### src/design/ssi_pkg.sv
package ssi_pkg;

   localparam int DATA_W        = 32;
   localparam int ACTION_W      = 2;
   localparam int SET_DEPTH_DEF = 32;

   typedef logic [DATA_W-1:0]   data_type;
   typedef logic [ACTION_W-1:0] action_type;

   localparam action_type ACT_LOAD_A = 2'd0;
   localparam action_type ACT_LOAD_B = 2'd1;
   localparam action_type ACT_RUN    = 2'd2;

endpackage

### src/design/ssi_store.sv
module ssi_store import ssi_pkg::*; #(
   parameter int  SET_DEPTH = SET_DEPTH_DEF,
   localparam int IDX_W     = $clog2(SET_DEPTH)
) (
   input  logic             clock,
   input  logic             we,
   input  logic [IDX_W-1:0] waddr,
   input  data_type         wdata,
   input  logic [IDX_W-1:0] raddr,
   output data_type         rdata
);

   data_type mem [SET_DEPTH];
   data_type rdata_ff;

   always_ff @(posedge clock) begin
      if (we) begin
         mem[waddr] <= wdata;
      end
      rdata_ff <= mem[raddr];
   end

   assign rdata = rdata_ff;

endmodule

### src/design/sorted_set_intersection_unit.sv
// channel | direction | handshake             | payload
// req     | in        | req_valid / req_ready | req_action, req_value
// rsp     | out       | rsp_valid / rsp_ready | rsp_common_value, rsp_is_last,
//         |           |                       | rsp_is_empty, rsp_overflowed
// a load transaction is taken in ST_IDLE and the block stays ready for the next one
// a run transaction bubble-sorts set A then set B through one comparator and one
// read port per store: a pass over n elements runs ST_SRT_RD0, ST_SRT_LD, ST_SRT_SCAN
// and ST_SRT_LAST, n - 1 passes per set; a merge step then runs ST_MRG_RD, ST_MRG_CMP
// and drops one element, or one from each set on a match
// reset clears counts, drop flag and control; the stores are not cleared
// a stalled rsp holds the merge until the output register frees up
module sorted_set_intersection_unit import ssi_pkg::*; #(
   parameter int  SET_DEPTH = SET_DEPTH_DEF,
   localparam int IDX_W     = $clog2(SET_DEPTH),
   localparam int CNT_W     = $clog2(SET_DEPTH + 1)
) (
   input  logic                     clock,
   input  logic                     reset,
   input  logic                     req_valid,
   output logic                     req_ready,
   input  logic [ACTION_W-1:0]      req_action,
   input  logic signed [DATA_W-1:0] req_value,
   output logic                     rsp_valid,
   input  logic                     rsp_ready,
   output logic signed [DATA_W-1:0] rsp_common_value,
   output logic                     rsp_is_last,
   output logic                     rsp_is_empty,
   output logic                     rsp_overflowed
);

   typedef enum logic [3:0] {
      ST_IDLE,
      ST_SRT_START,
      ST_SRT_RD0,
      ST_SRT_LD,
      ST_SRT_SCAN,
      ST_SRT_LAST,
      ST_MRG_RD,
      ST_MRG_CMP,
      ST_FIN
   } state_type;

   state_type        state_ff, state_in;
   logic [CNT_W-1:0] count_a_ff, count_a_in;
   logic [CNT_W-1:0] count_b_ff, count_b_in;
   logic             drop_ff, drop_in;
   logic             sel_b_ff, sel_b_in;
   logic [IDX_W-1:0] lim_ff, lim_in;
   logic [IDX_W-1:0] j_ff, j_in;
   data_type         hold_ff, hold_in;
   logic [CNT_W-1:0] ia_ff, ia_in;
   logic [CNT_W-1:0] ib_ff, ib_in;
   data_type         pend_ff, pend_in;
   logic             have_pend_ff, have_pend_in;
   logic             rsp_valid_ff, rsp_valid_in;
   data_type         rsp_value_ff, rsp_value_in;
   logic             rsp_last_ff, rsp_last_in;
   logic             rsp_empty_ff, rsp_empty_in;
   logic             rsp_ovf_ff, rsp_ovf_in;

   logic             out_free;
   logic             in_sort;
   logic             in_merge;
   logic             load_we_a, load_we_b;
   logic             sort_we;
   logic [IDX_W-1:0] sort_waddr;
   data_type         sort_wdata;
   logic [IDX_W-1:0] sort_raddr;
   logic [CNT_W-1:0] sort_n;

   logic             we_a, we_b;
   logic [IDX_W-1:0] waddr_a, waddr_b;
   data_type         wdata_a, wdata_b;
   logic [IDX_W-1:0] raddr_a, raddr_b;
   data_type         rdata_a, rdata_b, rdata_sel;

   data_type         cmp_x, cmp_y;
   logic             cmp_gt, cmp_eq;

   // shared comparator
   assign in_sort  = (state_ff == ST_SRT_START) || (state_ff == ST_SRT_RD0) ||
                     (state_ff == ST_SRT_LD) || (state_ff == ST_SRT_SCAN) ||
                     (state_ff == ST_SRT_LAST);
   assign in_merge = (state_ff == ST_MRG_RD) || (state_ff == ST_MRG_CMP);
   assign rdata_sel = sel_b_ff ? rdata_b : rdata_a;
   assign cmp_x  = in_merge ? rdata_a : hold_ff;
   assign cmp_y  = in_merge ? rdata_b : rdata_sel;
   assign cmp_gt = $signed(cmp_x) > $signed(cmp_y);
   assign cmp_eq = cmp_x == cmp_y;

   assign out_free = !rsp_valid_ff || rsp_ready;
   assign sort_n   = sel_b_ff ? count_b_ff : count_a_ff;

   // store port muxing
   assign we_a    = load_we_a || (sort_we && !sel_b_ff);
   assign we_b    = load_we_b || (sort_we && sel_b_ff);
   assign waddr_a = load_we_a ? count_a_ff[IDX_W-1:0] : sort_waddr;
   assign waddr_b = load_we_b ? count_b_ff[IDX_W-1:0] : sort_waddr;
   assign wdata_a = load_we_a ? data_type'(req_value) : sort_wdata;
   assign wdata_b = load_we_b ? data_type'(req_value) : sort_wdata;
   assign raddr_a = (in_sort && !sel_b_ff) ? sort_raddr : ia_ff[IDX_W-1:0];
   assign raddr_b = (in_sort && sel_b_ff) ? sort_raddr : ib_ff[IDX_W-1:0];

   ssi_store #(.SET_DEPTH(SET_DEPTH)) u_store_a (
      .clock (clock),
      .we    (we_a),
      .waddr (waddr_a),
      .wdata (wdata_a),
      .raddr (raddr_a),
      .rdata (rdata_a)
   );

   ssi_store #(.SET_DEPTH(SET_DEPTH)) u_store_b (
      .clock (clock),
      .we    (we_b),
      .waddr (waddr_b),
      .wdata (wdata_b),
      .raddr (raddr_b),
      .rdata (rdata_b)
   );

   always_comb begin
      state_in     = state_ff;
      count_a_in   = count_a_ff;
      count_b_in   = count_b_ff;
      drop_in      = drop_ff;
      sel_b_in     = sel_b_ff;
      lim_in       = lim_ff;
      j_in         = j_ff;
      hold_in      = hold_ff;
      ia_in        = ia_ff;
      ib_in        = ib_ff;
      pend_in      = pend_ff;
      have_pend_in = have_pend_ff;
      rsp_valid_in = rsp_valid_ff;
      rsp_value_in = rsp_value_ff;
      rsp_last_in  = rsp_last_ff;
      rsp_empty_in = rsp_empty_ff;
      rsp_ovf_in   = rsp_ovf_ff;
      load_we_a    = 1'b0;
      load_we_b    = 1'b0;
      sort_we      = 1'b0;
      sort_waddr   = '0;
      sort_wdata   = hold_ff;
      sort_raddr   = '0;

      if (rsp_valid_ff && rsp_ready) begin
         rsp_valid_in = 1'b0;
      end

      case (state_ff)
         ST_IDLE: begin
            if (req_valid) begin
               case (req_action)
                  ACT_LOAD_A: begin
                     if (count_a_ff < CNT_W'(SET_DEPTH)) begin
                        load_we_a  = 1'b1;
                        count_a_in = count_a_ff + 1'b1;
                     end else begin
                        drop_in = 1'b1;
                     end
                  end
                  ACT_LOAD_B: begin
                     if (count_b_ff < CNT_W'(SET_DEPTH)) begin
                        load_we_b  = 1'b1;
                        count_b_in = count_b_ff + 1'b1;
                     end else begin
                        drop_in = 1'b1;
                     end
                  end
                  ACT_RUN: begin
                     sel_b_in     = 1'b0;
                     ia_in        = '0;
                     ib_in        = '0;
                     have_pend_in = 1'b0;
                     state_in     = ST_SRT_START;
                  end
                  default: begin
                  end
               endcase
            end
         end
         ST_SRT_START: begin
            if (sort_n >= CNT_W'(2)) begin
               lim_in   = IDX_W'(sort_n - 1'b1);
               state_in = ST_SRT_RD0;
            end else if (!sel_b_ff) begin
               sel_b_in = 1'b1;
            end else begin
               state_in = ST_MRG_RD;
            end
         end
         ST_SRT_RD0: begin
            sort_raddr = '0;
            state_in   = ST_SRT_LD;
         end
         ST_SRT_LD: begin
            hold_in    = rdata_sel;
            sort_raddr = IDX_W'(1);
            j_in       = IDX_W'(1);
            state_in   = ST_SRT_SCAN;
         end
         ST_SRT_SCAN: begin
            // larger of the pair travels on in hold
            sort_we    = 1'b1;
            sort_waddr = j_ff - 1'b1;
            sort_wdata = cmp_gt ? rdata_sel : hold_ff;
            hold_in    = cmp_gt ? hold_ff : rdata_sel;
            if (j_ff == lim_ff) begin
               state_in = ST_SRT_LAST;
            end else begin
               sort_raddr = j_ff + 1'b1;
               j_in       = j_ff + 1'b1;
            end
         end
         ST_SRT_LAST: begin
            sort_we    = 1'b1;
            sort_waddr = lim_ff;
            sort_wdata = hold_ff;
            if (lim_ff == IDX_W'(1)) begin
               if (!sel_b_ff) begin
                  sel_b_in = 1'b1;
                  state_in = ST_SRT_START;
               end else begin
                  state_in = ST_MRG_RD;
               end
            end else begin
               lim_in   = lim_ff - 1'b1;
               state_in = ST_SRT_RD0;
            end
         end
         ST_MRG_RD: begin
            if ((ia_ff < count_a_ff) && (ib_ff < count_b_ff)) begin
               state_in = ST_MRG_CMP;
            end else begin
               state_in = ST_FIN;
            end
         end
         ST_MRG_CMP: begin
            if (cmp_gt) begin
               ib_in    = ib_ff + 1'b1;
               state_in = ST_MRG_RD;
            end else if (!cmp_eq) begin
               ia_in    = ia_ff + 1'b1;
               state_in = ST_MRG_RD;
            end else if (have_pend_ff && (rdata_a == pend_ff)) begin
               ia_in    = ia_ff + 1'b1;
               ib_in    = ib_ff + 1'b1;
               state_in = ST_MRG_RD;
            end else if (!have_pend_ff) begin
               pend_in      = rdata_a;
               have_pend_in = 1'b1;
               ia_in        = ia_ff + 1'b1;
               ib_in        = ib_ff + 1'b1;
               state_in     = ST_MRG_RD;
            end else if (out_free) begin
               // a newer match shows the pending one is not last
               rsp_valid_in = 1'b1;
               rsp_value_in = pend_ff;
               rsp_last_in  = 1'b0;
               rsp_empty_in = 1'b0;
               rsp_ovf_in   = drop_ff;
               pend_in      = rdata_a;
               ia_in        = ia_ff + 1'b1;
               ib_in        = ib_ff + 1'b1;
               state_in     = ST_MRG_RD;
            end
         end
         ST_FIN: begin
            if (out_free) begin
               rsp_valid_in = 1'b1;
               rsp_value_in = have_pend_ff ? pend_ff : '0;
               rsp_last_in  = 1'b1;
               rsp_empty_in = !have_pend_ff;
               rsp_ovf_in   = drop_ff;
               count_a_in   = '0;
               count_b_in   = '0;
               drop_in      = 1'b0;
               have_pend_in = 1'b0;
               state_in     = ST_IDLE;
            end
         end
         default: begin
            state_in = ST_IDLE;
         end
      endcase
   end

   always_ff @(posedge clock) begin
      if (reset) begin
         state_ff     <= ST_IDLE;
         count_a_ff   <= '0;
         count_b_ff   <= '0;
         drop_ff      <= 1'b0;
         sel_b_ff     <= 1'b0;
         have_pend_ff <= 1'b0;
         rsp_valid_ff <= 1'b0;
      end else begin
         state_ff     <= state_in;
         count_a_ff   <= count_a_in;
         count_b_ff   <= count_b_in;
         drop_ff      <= drop_in;
         sel_b_ff     <= sel_b_in;
         have_pend_ff <= have_pend_in;
         rsp_valid_ff <= rsp_valid_in;
      end
      lim_ff       <= lim_in;
      j_ff         <= j_in;
      hold_ff      <= hold_in;
      ia_ff        <= ia_in;
      ib_ff        <= ib_in;
      pend_ff      <= pend_in;
      rsp_value_ff <= rsp_value_in;
      rsp_last_ff  <= rsp_last_in;
      rsp_empty_ff <= rsp_empty_in;
      rsp_ovf_ff   <= rsp_ovf_in;
   end

   assign req_ready        = (state_ff == ST_IDLE);
   assign rsp_valid        = rsp_valid_ff;
   assign rsp_common_value = rsp_value_ff;
   assign rsp_is_last      = rsp_last_ff;
   assign rsp_is_empty     = rsp_empty_ff;
   assign rsp_overflowed   = rsp_ovf_ff;

`ifndef SYNTHESIS
   a_count_range: assert property (@(posedge clock) disable iff (reset)
      (count_a_ff <= CNT_W'(SET_DEPTH)) && (count_b_ff <= CNT_W'(SET_DEPTH)))
      else $error("set count beyond depth");

   a_empty_is_last: assert property (@(posedge clock) disable iff (reset)
      rsp_valid_ff && rsp_empty_ff |-> rsp_last_ff)
      else $error("empty result not marked last");

   a_fin_clears: assert property (@(posedge clock) disable iff (reset)
      (state_ff == ST_FIN) && out_free |=>
         (count_a_ff == '0) && (count_b_ff == '0) && !drop_ff && (state_ff == ST_IDLE))
      else $error("run end did not clear sets");

   a_merge_bounds: assert property (@(posedge clock) disable iff (reset)
      in_merge |-> (ia_ff <= count_a_ff) && (ib_ff <= count_b_ff))
      else $error("merge index past set count");
`endif

endmodule

### config.mk
export PLATFORM = sky130hd
export DESIGN_NAME = sorted_set_intersection_unit
export DESIGN_NICKNAME = d
export VERILOG_FILES = /design/src/design/ssi_pkg.sv /design/src/design/ssi_store.sv /design/src/design/sorted_set_intersection_unit.sv
export SDC_FILE = /design/constraint.sdc
export NUM_CORES = 2
export LEC_CHECK = 0
export ABC_CLOCK_PERIOD_IN_PS = 8050
export BUFFER_PORTS_ARGS = -buffer_cell sky130_fd_sc_hd__buf_2
export CAP_MARGIN = 30
export CELL_PAD_IN_SITES_DETAIL_PLACEMENT = 2
export CELL_PAD_IN_SITES_GLOBAL_PLACEMENT = 2
export CORE_MARGIN = 2
export CORE_UTILIZATION = 45
export CTS_BUF_LIST = sky130_fd_sc_hd__clkbuf_16
export CTS_CLUSTER_DIAMETER = 40
export DETAILED_ROUTE_END_ITERATION = 6
export GPL_TIMING_DRIVEN = 0
export PLACE_DENSITY_LB_ADDON = 0.12
export SETUP_SLACK_MARGIN = 0.3
export SYNTH_ARGS = -nofsm -noshare
export SYNTH_HDL_FRONTEND = slang
export SYNTH_SLANG_ARGS = --single-unit
### constraint.sdc
create_clock -name clock -period 8.05 [get_ports clock]
set_input_delay 0.805 -clock clock [delete_from_list [all_inputs] [get_ports clock]]
set_output_delay 0.805 -clock clock [all_outputs]
set_load 0.05 [all_outputs]
## Word level (Yosys, flattened, before mapping)

Memory sizes are Yosys's and may differ from the RTL's. A register that Yosys moved wholly into a read port is not among the register bits.
Cells that the tools add are included.
Widths: inputs -> output; s select.

- Bitwise operators: 2
- Reductions and logical operators: 42
- Eq/ne operators: 42
- Magnitude comparators: 6
- Multiplexer cells: 119
- Add/sub/neg operators: 8

Operators with widths:

| operator | number |
|---|---|
| $mux 32 | 17 |
| $pmux 32 s2 | 2 |
| $mux 6 | 20 |
| $eq 32x32->1 | 2 |
| $mux 4 | 13 |
| $pmux 6 s2 | 4 |
| $mux 1 | 41 |
| $mux 5 | 8 |
| $pmux 5 s2 | 4 |
| $pmux 4 s9 | 1 |
| $reduce_and 5->1 | 7 |
| $gt 32x32->1 | 1 |
| $add 6x1->6 const B | 4 |
| $ne 2x2->1 const B | 11 |
| $ne 2x1->1 const B | 9 |
| $eq 4x3->1 const B | 4 |
| $sub 5x1->5 const B | 3 |
| $reduce_and 7->1 | 2 |
| $lt 6x6->1 | 2 |
| $lt 6x6->1 const B | 2 |
| $pmux 1 s2 | 6 |
| $reduce_and 6->1 | 2 |
| $ne 5x4->1 const B | 2 |
| $reduce_bool 2->1 | 5 |
| other kinds (25) | 47 |

- Bits of input ports: 38
- Output and inout bits: 37
- Memory bits (writable): 2048
- Logic and storage cells: 238
- Register bits: 141
- Memories: 2

Memory list:

| memory | depth | width | read ports | clocked after memory_dff | write ports | line | source |
|---|---|---|---|---|---|---|---|
| u_store_a.mem | 32 | 32 | 1 | 1 | 1 | ssi_store.sv:13 | `data_type mem [SET_DEPTH];` |
| u_store_b.mem | 32 | 32 | 1 | 1 | 1 | ssi_store.sv:13 |  |

## Longest topological paths before layout

- Depth after elaboration: 8
- Mapped depth: 18

## Modules after synthesis

Synthesis repeated with hierarchy kept, for this count alone.

- Cell total of the unflattened synthesis: 5434
- Area, all modules: 90703.2 sq um

Modules (own cells, without submodules):

| module | cells an instance | times used | area an instance (sq um) | sequential area each (sq um) |
|---|---|---|---|---|
| ssi_store at u_store_b | 2260 | 1 | 40492.6 | 31390.1 |
| ssi_store at u_store_a | 2260 | 1 | 40485.1 | 31390.1 |
| sorted_set_intersection_unit | 914 | 1 | 9725.6 | 4033.9 |

## Worst setup path after synthesis

OpenSTA, ideal clock, no wires.

- Path type: flip-flop to flip-flop
- Start: register state_ff[3]
- End: register pend_ff[0], enable pin
- Stages on the path, launching flop included: 14
- Period minus slack after synthesis: 6.084 ns
- Arrival: 5.614 ns
- Path slack: 1.966 ns
- Path buffers: 4
- Path through: dfxtp_1 -> buf_2 -> buf_1 -> nand2b_1 -> clkbuf_1 -> buf_1 -> mux2i_1 -> ha_1 -> nand4_1 -> nor3_1 -> nand4_1 -> or3_1 -> nor2_1 -> a21boi_0

- Longest elaborated chain between the ends: 6

RTL lines:

| what | line | source |
|---|---|---|
| start, declared | sorted_set_intersection_unit.sv:43 | `state_type state_ff, state_in;` |
| start signal, assigned | sorted_set_intersection_unit.sv:299 | `state_ff <= state_in;` |
| $eq 4x3->1, on equally long branches | sorted_set_intersection_unit.sv:84, sorted_set_intersection_unit.sv:151 |  |
| $logic_or 1x1->1 | sorted_set_intersection_unit.sv:84 | `assign in_merge = (state_ff == ST_MRG_RD) \|\| (state_ff == ST_MRG_CMP);` |
| $mux 32, on equally long branches | sorted_set_intersection_unit.sv:86, sorted_set_intersection_unit.sv:87 |  |
| $gt 32x32->1 | sorted_set_intersection_unit.sv:88 | `assign cmp_gt = $signed(cmp_x) > $signed(cmp_y);` |
| $not 1->1 (no source line) | n/a |  |
| $reduce_and 5->1 (no source line) (*) | n/a |  |
| end signal, assigned | sorted_set_intersection_unit.sv:312 | `pend_ff <= pend_in;` |
| end, declared | sorted_set_intersection_unit.sv:53 | `data_type pend_ff, pend_in;` |

Every way passes the cells marked *; elsewhere a longest branch is shown, timed or not.
A chain may end at the register's enable or synchronous reset.

## Worst setup path in the final report

- Start: register state_ff[3]
- End: memory u_store_a.mem[23][20] (netlist name), data pin

- Longest elaborated chain between the ends: 7

RTL lines:

| what | line | source |
|---|---|---|
| $eq 4x3->1 | sorted_set_intersection_unit.sv:84 |  |
| $logic_or 1x1->1 | sorted_set_intersection_unit.sv:84 |  |
| $mux 32, on equally long branches | sorted_set_intersection_unit.sv:86, sorted_set_intersection_unit.sv:87 |  |
| $gt 32x32->1 | sorted_set_intersection_unit.sv:88 |  |
| $mux 32 | sorted_set_intersection_unit.sv:207 | `sort_wdata = cmp_gt ? rdata_sel : hold_ff;` |
| $mux 32 | sorted_set_intersection_unit.sv:151 | `case (state_ff)` |
| $mux 32 (*) | sorted_set_intersection_unit.sv:99 | `assign wdata_a = load_we_a ? data_type'(req_value) : sort_wdata;` |
| named net u_store_a.wdata[20] | ssi_store.sv:8 | `input data_type wdata,` |
| end, declared | ssi_store.sv:13 |  |

The timed path passes the listed nets; every way through them passes the cells marked *.

==> results.md <==
- Status: finished, violations left
- Violations in the final reports: slew limit, setup timing
- CTS tree: yes
- Number of storage elements in the synthesis netlist: about 2300
- Area Growth Syn to Fin: 24.4%
- Post-layout total power: about 49 mW
- Final HPWL from detailed placement: 280 mm
- Largest net degree at the start of global routing: 35
- Longest individual stage delay on the worst path: 1.00 ns
- # port buffers: 73
- X dimension of the die: 455 um
- Latest clock arrival within the worst-skew pair: ~1.0 ns
- Number of nets at the end of the flow: 8000
- Yosys cell types: between 70 and 80
- Routability-driven placement congestion ratio: just under 1
- Post-layout min period: about 8.1 ns
- Average instance area after synthesis: 12.7 um2
- Sequential cell area fraction in the yosys report: 0.729
- Top Family by Delay on Critical Path: buffers and inverters
- Number of synthesized flops with an enable pin: about 2200
- Relative slew slack: -0.0238
- Antenna violations before repair: between 40 and 50
- Post-route clock period utilization: 1.01
- Total instance count after detailed placement: about 10000
- Finish-stage setup viols: 21
- Number of levels the H-tree was split into: 5
- Net Count, Synth: between 7000 and 8000
- Average wire per cell in the routed design: between 40 and 50 um
- Clock sink count: approximately 2300
- CORE AREA: just over 200000 um2
- Global Route Usage Sum: 0.423
- Most frequent standard cell in the layout excluding fill and tap cells: nand2_1
- Number of instances in the synthesized netlist: slightly above 7000
- Vias in the first global route: slightly below 80000
- Max Buffers Root-to-Sink: 4
- Initial core utilization: 0.453
- Post-synthesis cell area: approximately 92000 um2
- Clk slew on worst S/H paths: around 0.050 ns
- Wire length of the first global-routing pass: slightly above 600 mm
- Wire length reported by the detailed router: around 450 mm
- IO Count: 75
- Sort of element at the start of the critical path: register
- Cells traversed along the worst timing path: buf_2 > buf_1 > nand2b_1 > clkbuf_2 > buf_1 > mux2i_1 > ha_1 > nand4_1 > nor3_1 > nand4_1 > o2111a_1 > a21oi_1 > clkbuf_1 > a21oi_1 > o31ai_4 > buf_16
- Total via count after detailed routing: about 71000
- Number of max-slew violations in the final report: 5
- Detailed Route Iter0 Violations: a little under 9000
- Leak: between 40 and 50 nW
- Total iterations of the first detailed-routing run: 5
- Share of post-route cells with drive strength above 1: 0.157
- Number of design rule violations left after detail routing: 0
- Highest achievable clock rate: approximately 0.12 GHz
- Total of hold buffers inserted after clock tree synthesis: 0
- Sort of element at the end of the critical path: register
- Post-Route Skew: 0.0748 ns
- Number of CTS-inserted buffers: between 300 and 400
- Slew @ Worst Pin: 1.54 ns
- Ys Warns: 0
- Routed vias/inst: around 6.6
- Final hold vios: 0
- Slowest library cell on the worst path: o31ai_4
- Startpoint-to-endpoint class of the critical path: register to register
- Floorplan die area: a little over 200000 um2
- Dominant register cell in the synthesized netlist: edfxtp_1
- Worst hold path type: input port to register
- Worst R2R Setup Slack: -0.07 ns
- Commonest cells after routing, fill and taps aside: nand2_1, edfxtp_1, and3_1, clkbuf_16, nand3_1
- Antenna Violating Nets Remaining: 0
- Post-route setup slack: -0.0718 ns
- Max Cap Violations: 0
- Count of buffering cells on the critical path with inverters included: 6
- Die Span Y: 455 um
- Share of flip-flops with an asynchronous set or reset after synthesis: 0
- Maximum fanout along the worst path: 20
- Arrival time worst endpoint: a little under 9 ns
- IR drop worst, VDD: between 0.3 and 0.4 mV
- Cell area power density: 427 nW/um2
- Cell Rows: approximately 170
- Data required, critical path: 8.84 ns
- Master cell of the clock root buffer: clkbuf_16
- Unrepaired setup endpoints after global routing: no
- Non-filler instance count after layout: around 11000
- Global route overflow: 0
-- cell usage after synthesis (31+ instances only) --
cell          n  area, um2
nand2_1    2276       8540
edfxtp_1   2169      65100
and3_1      442       2770
nand3_1     336       1680
clkbuf_1    273       1020
a31oi_1     248       1550
a21oi_1     187        936
nor2_1      143        537
buf_2       129        646
o21ai_0      95        475
dfxtp_1      84       1680
o31ai_1      66        495
o22ai_1      63        394
ha_1         52        651
xnor2_1      50        438
mux2i_1      45        450
nor3_1       45        225
buf_1        44        165
nor2b_1      40        250
a22oi_1      38        285
mux2_2       37        417
a311oi_1     36        315
nor4_1       36        225
nand4_1      34        213
a2111oi_2    31        465
a221oi_1     31        272
-- worst min-delay path: stages --
cell and delay [ns]:
buf_2 0.09, nand2b_1 0.22, a21oi_1 0.09
-- per-layer routing --
layer  vias up  GRT usage  part of all wire
li1      27900          -                 -
met1     37000      0.460              0.33
met2      4730      0.697              0.48
met3      1790      0.100             0.086
met4        28      0.367              0.11
met5         -          0           0.00043
-- worst paths after layout --
path,startpoint,depth (start not counted),end
hold reg to reg,drop_ff$_SDFFE_PP0P_,0,rsp_overflowed$_DFFE_PP_
setup / recovery,state_ff[3]$_SDFFE_PP0P_,16,u_store_a.mem[23][20]$_DFFE_PP_
hold / removal,rsp_ready,3,rsp_valid$_SDFF_PP0_
setup reg to reg,state_ff[3]$_SDFFE_PP0P_,16,u_store_a.mem[23][20]$_DFFE_PP_
-- flip-flops by register name, summed over array words and instances, names as in the netlist, 32 cells and up --
| register | cells |
|---|---|
| hold_ff | 32 |
| pend_ff | 32 |
| rsp_common_value | 32 |
| u_store_a.mem | 1024 |
| u_store_a.rdata | 32 |
| u_store_b.mem | 1024 |
| u_store_b.rdata | 32 |
-- power by group --
group          internal [mW]  leakage (nW)  switching [mW]  total (mW)
clock                   9.93          5.97            6.39        16.3
combinational           4.53          14.6            12.3        16.8
sequential              14.9          20.2           0.613        15.5
total                   29.3          40.8            19.3        48.6
-- per-stage QoR --
stage / TNS (ns) / utilization / hold WS (ns) / area, um2 / worst slack [ns]
after floorplan: 0 / - / 0.409 / 91600 / 1.97
after global placement: -5329.97 / 0.471 / 0.418 / 95300 / -3.50
after detailed placement: 0 / 0.500 / 0.421 / 101000 / 0.551
after CTS: 0 / 0.560 / 0.271 / 113000 / 0.662
after global routing: 0 / 0.563 / 0.300 / 114000 / 0.192
final: -0.808 / 0.563 / 0.307 / 114000 / -0.0718
-- cell families after synthesis --
kind of cell,synth area share
flip-flops,0.729
XOR/XNOR,0.00621
buffers and inverters,0.0220
adder cells (fa/ha/maj),0.00710
multiplexers,0.0104
AND/OR/NAND/NOR,0.161
AO/OA/AOI/OAI,0.0639
-- area by class of cell --
class                           count  area [um2]
Multi-Input combinational cell   4472       24200
Inverter                           22        82.6
Antenna cell                       24        60.1
Sequential cell                  2253       66800
Tap cell                         2672        3340
Fill cell                       18300       88400
Timing Repair Buffer              343        5390
Clock buffer                      368        9210
Buffer                            456        1940
Clock inverter                    270        2860
-- what timing repair did --
action | in CTS | in global routing
pin swaps | 6 | 9
gates cloned | 0 | 0
setup endpoints to repair | 132 | 1741
endpoints found under the hold margin | 0 | 0
resized for setup | 1 | 3
buffers inserted | 10 | 12
Power figures use the tool's default switching activity.
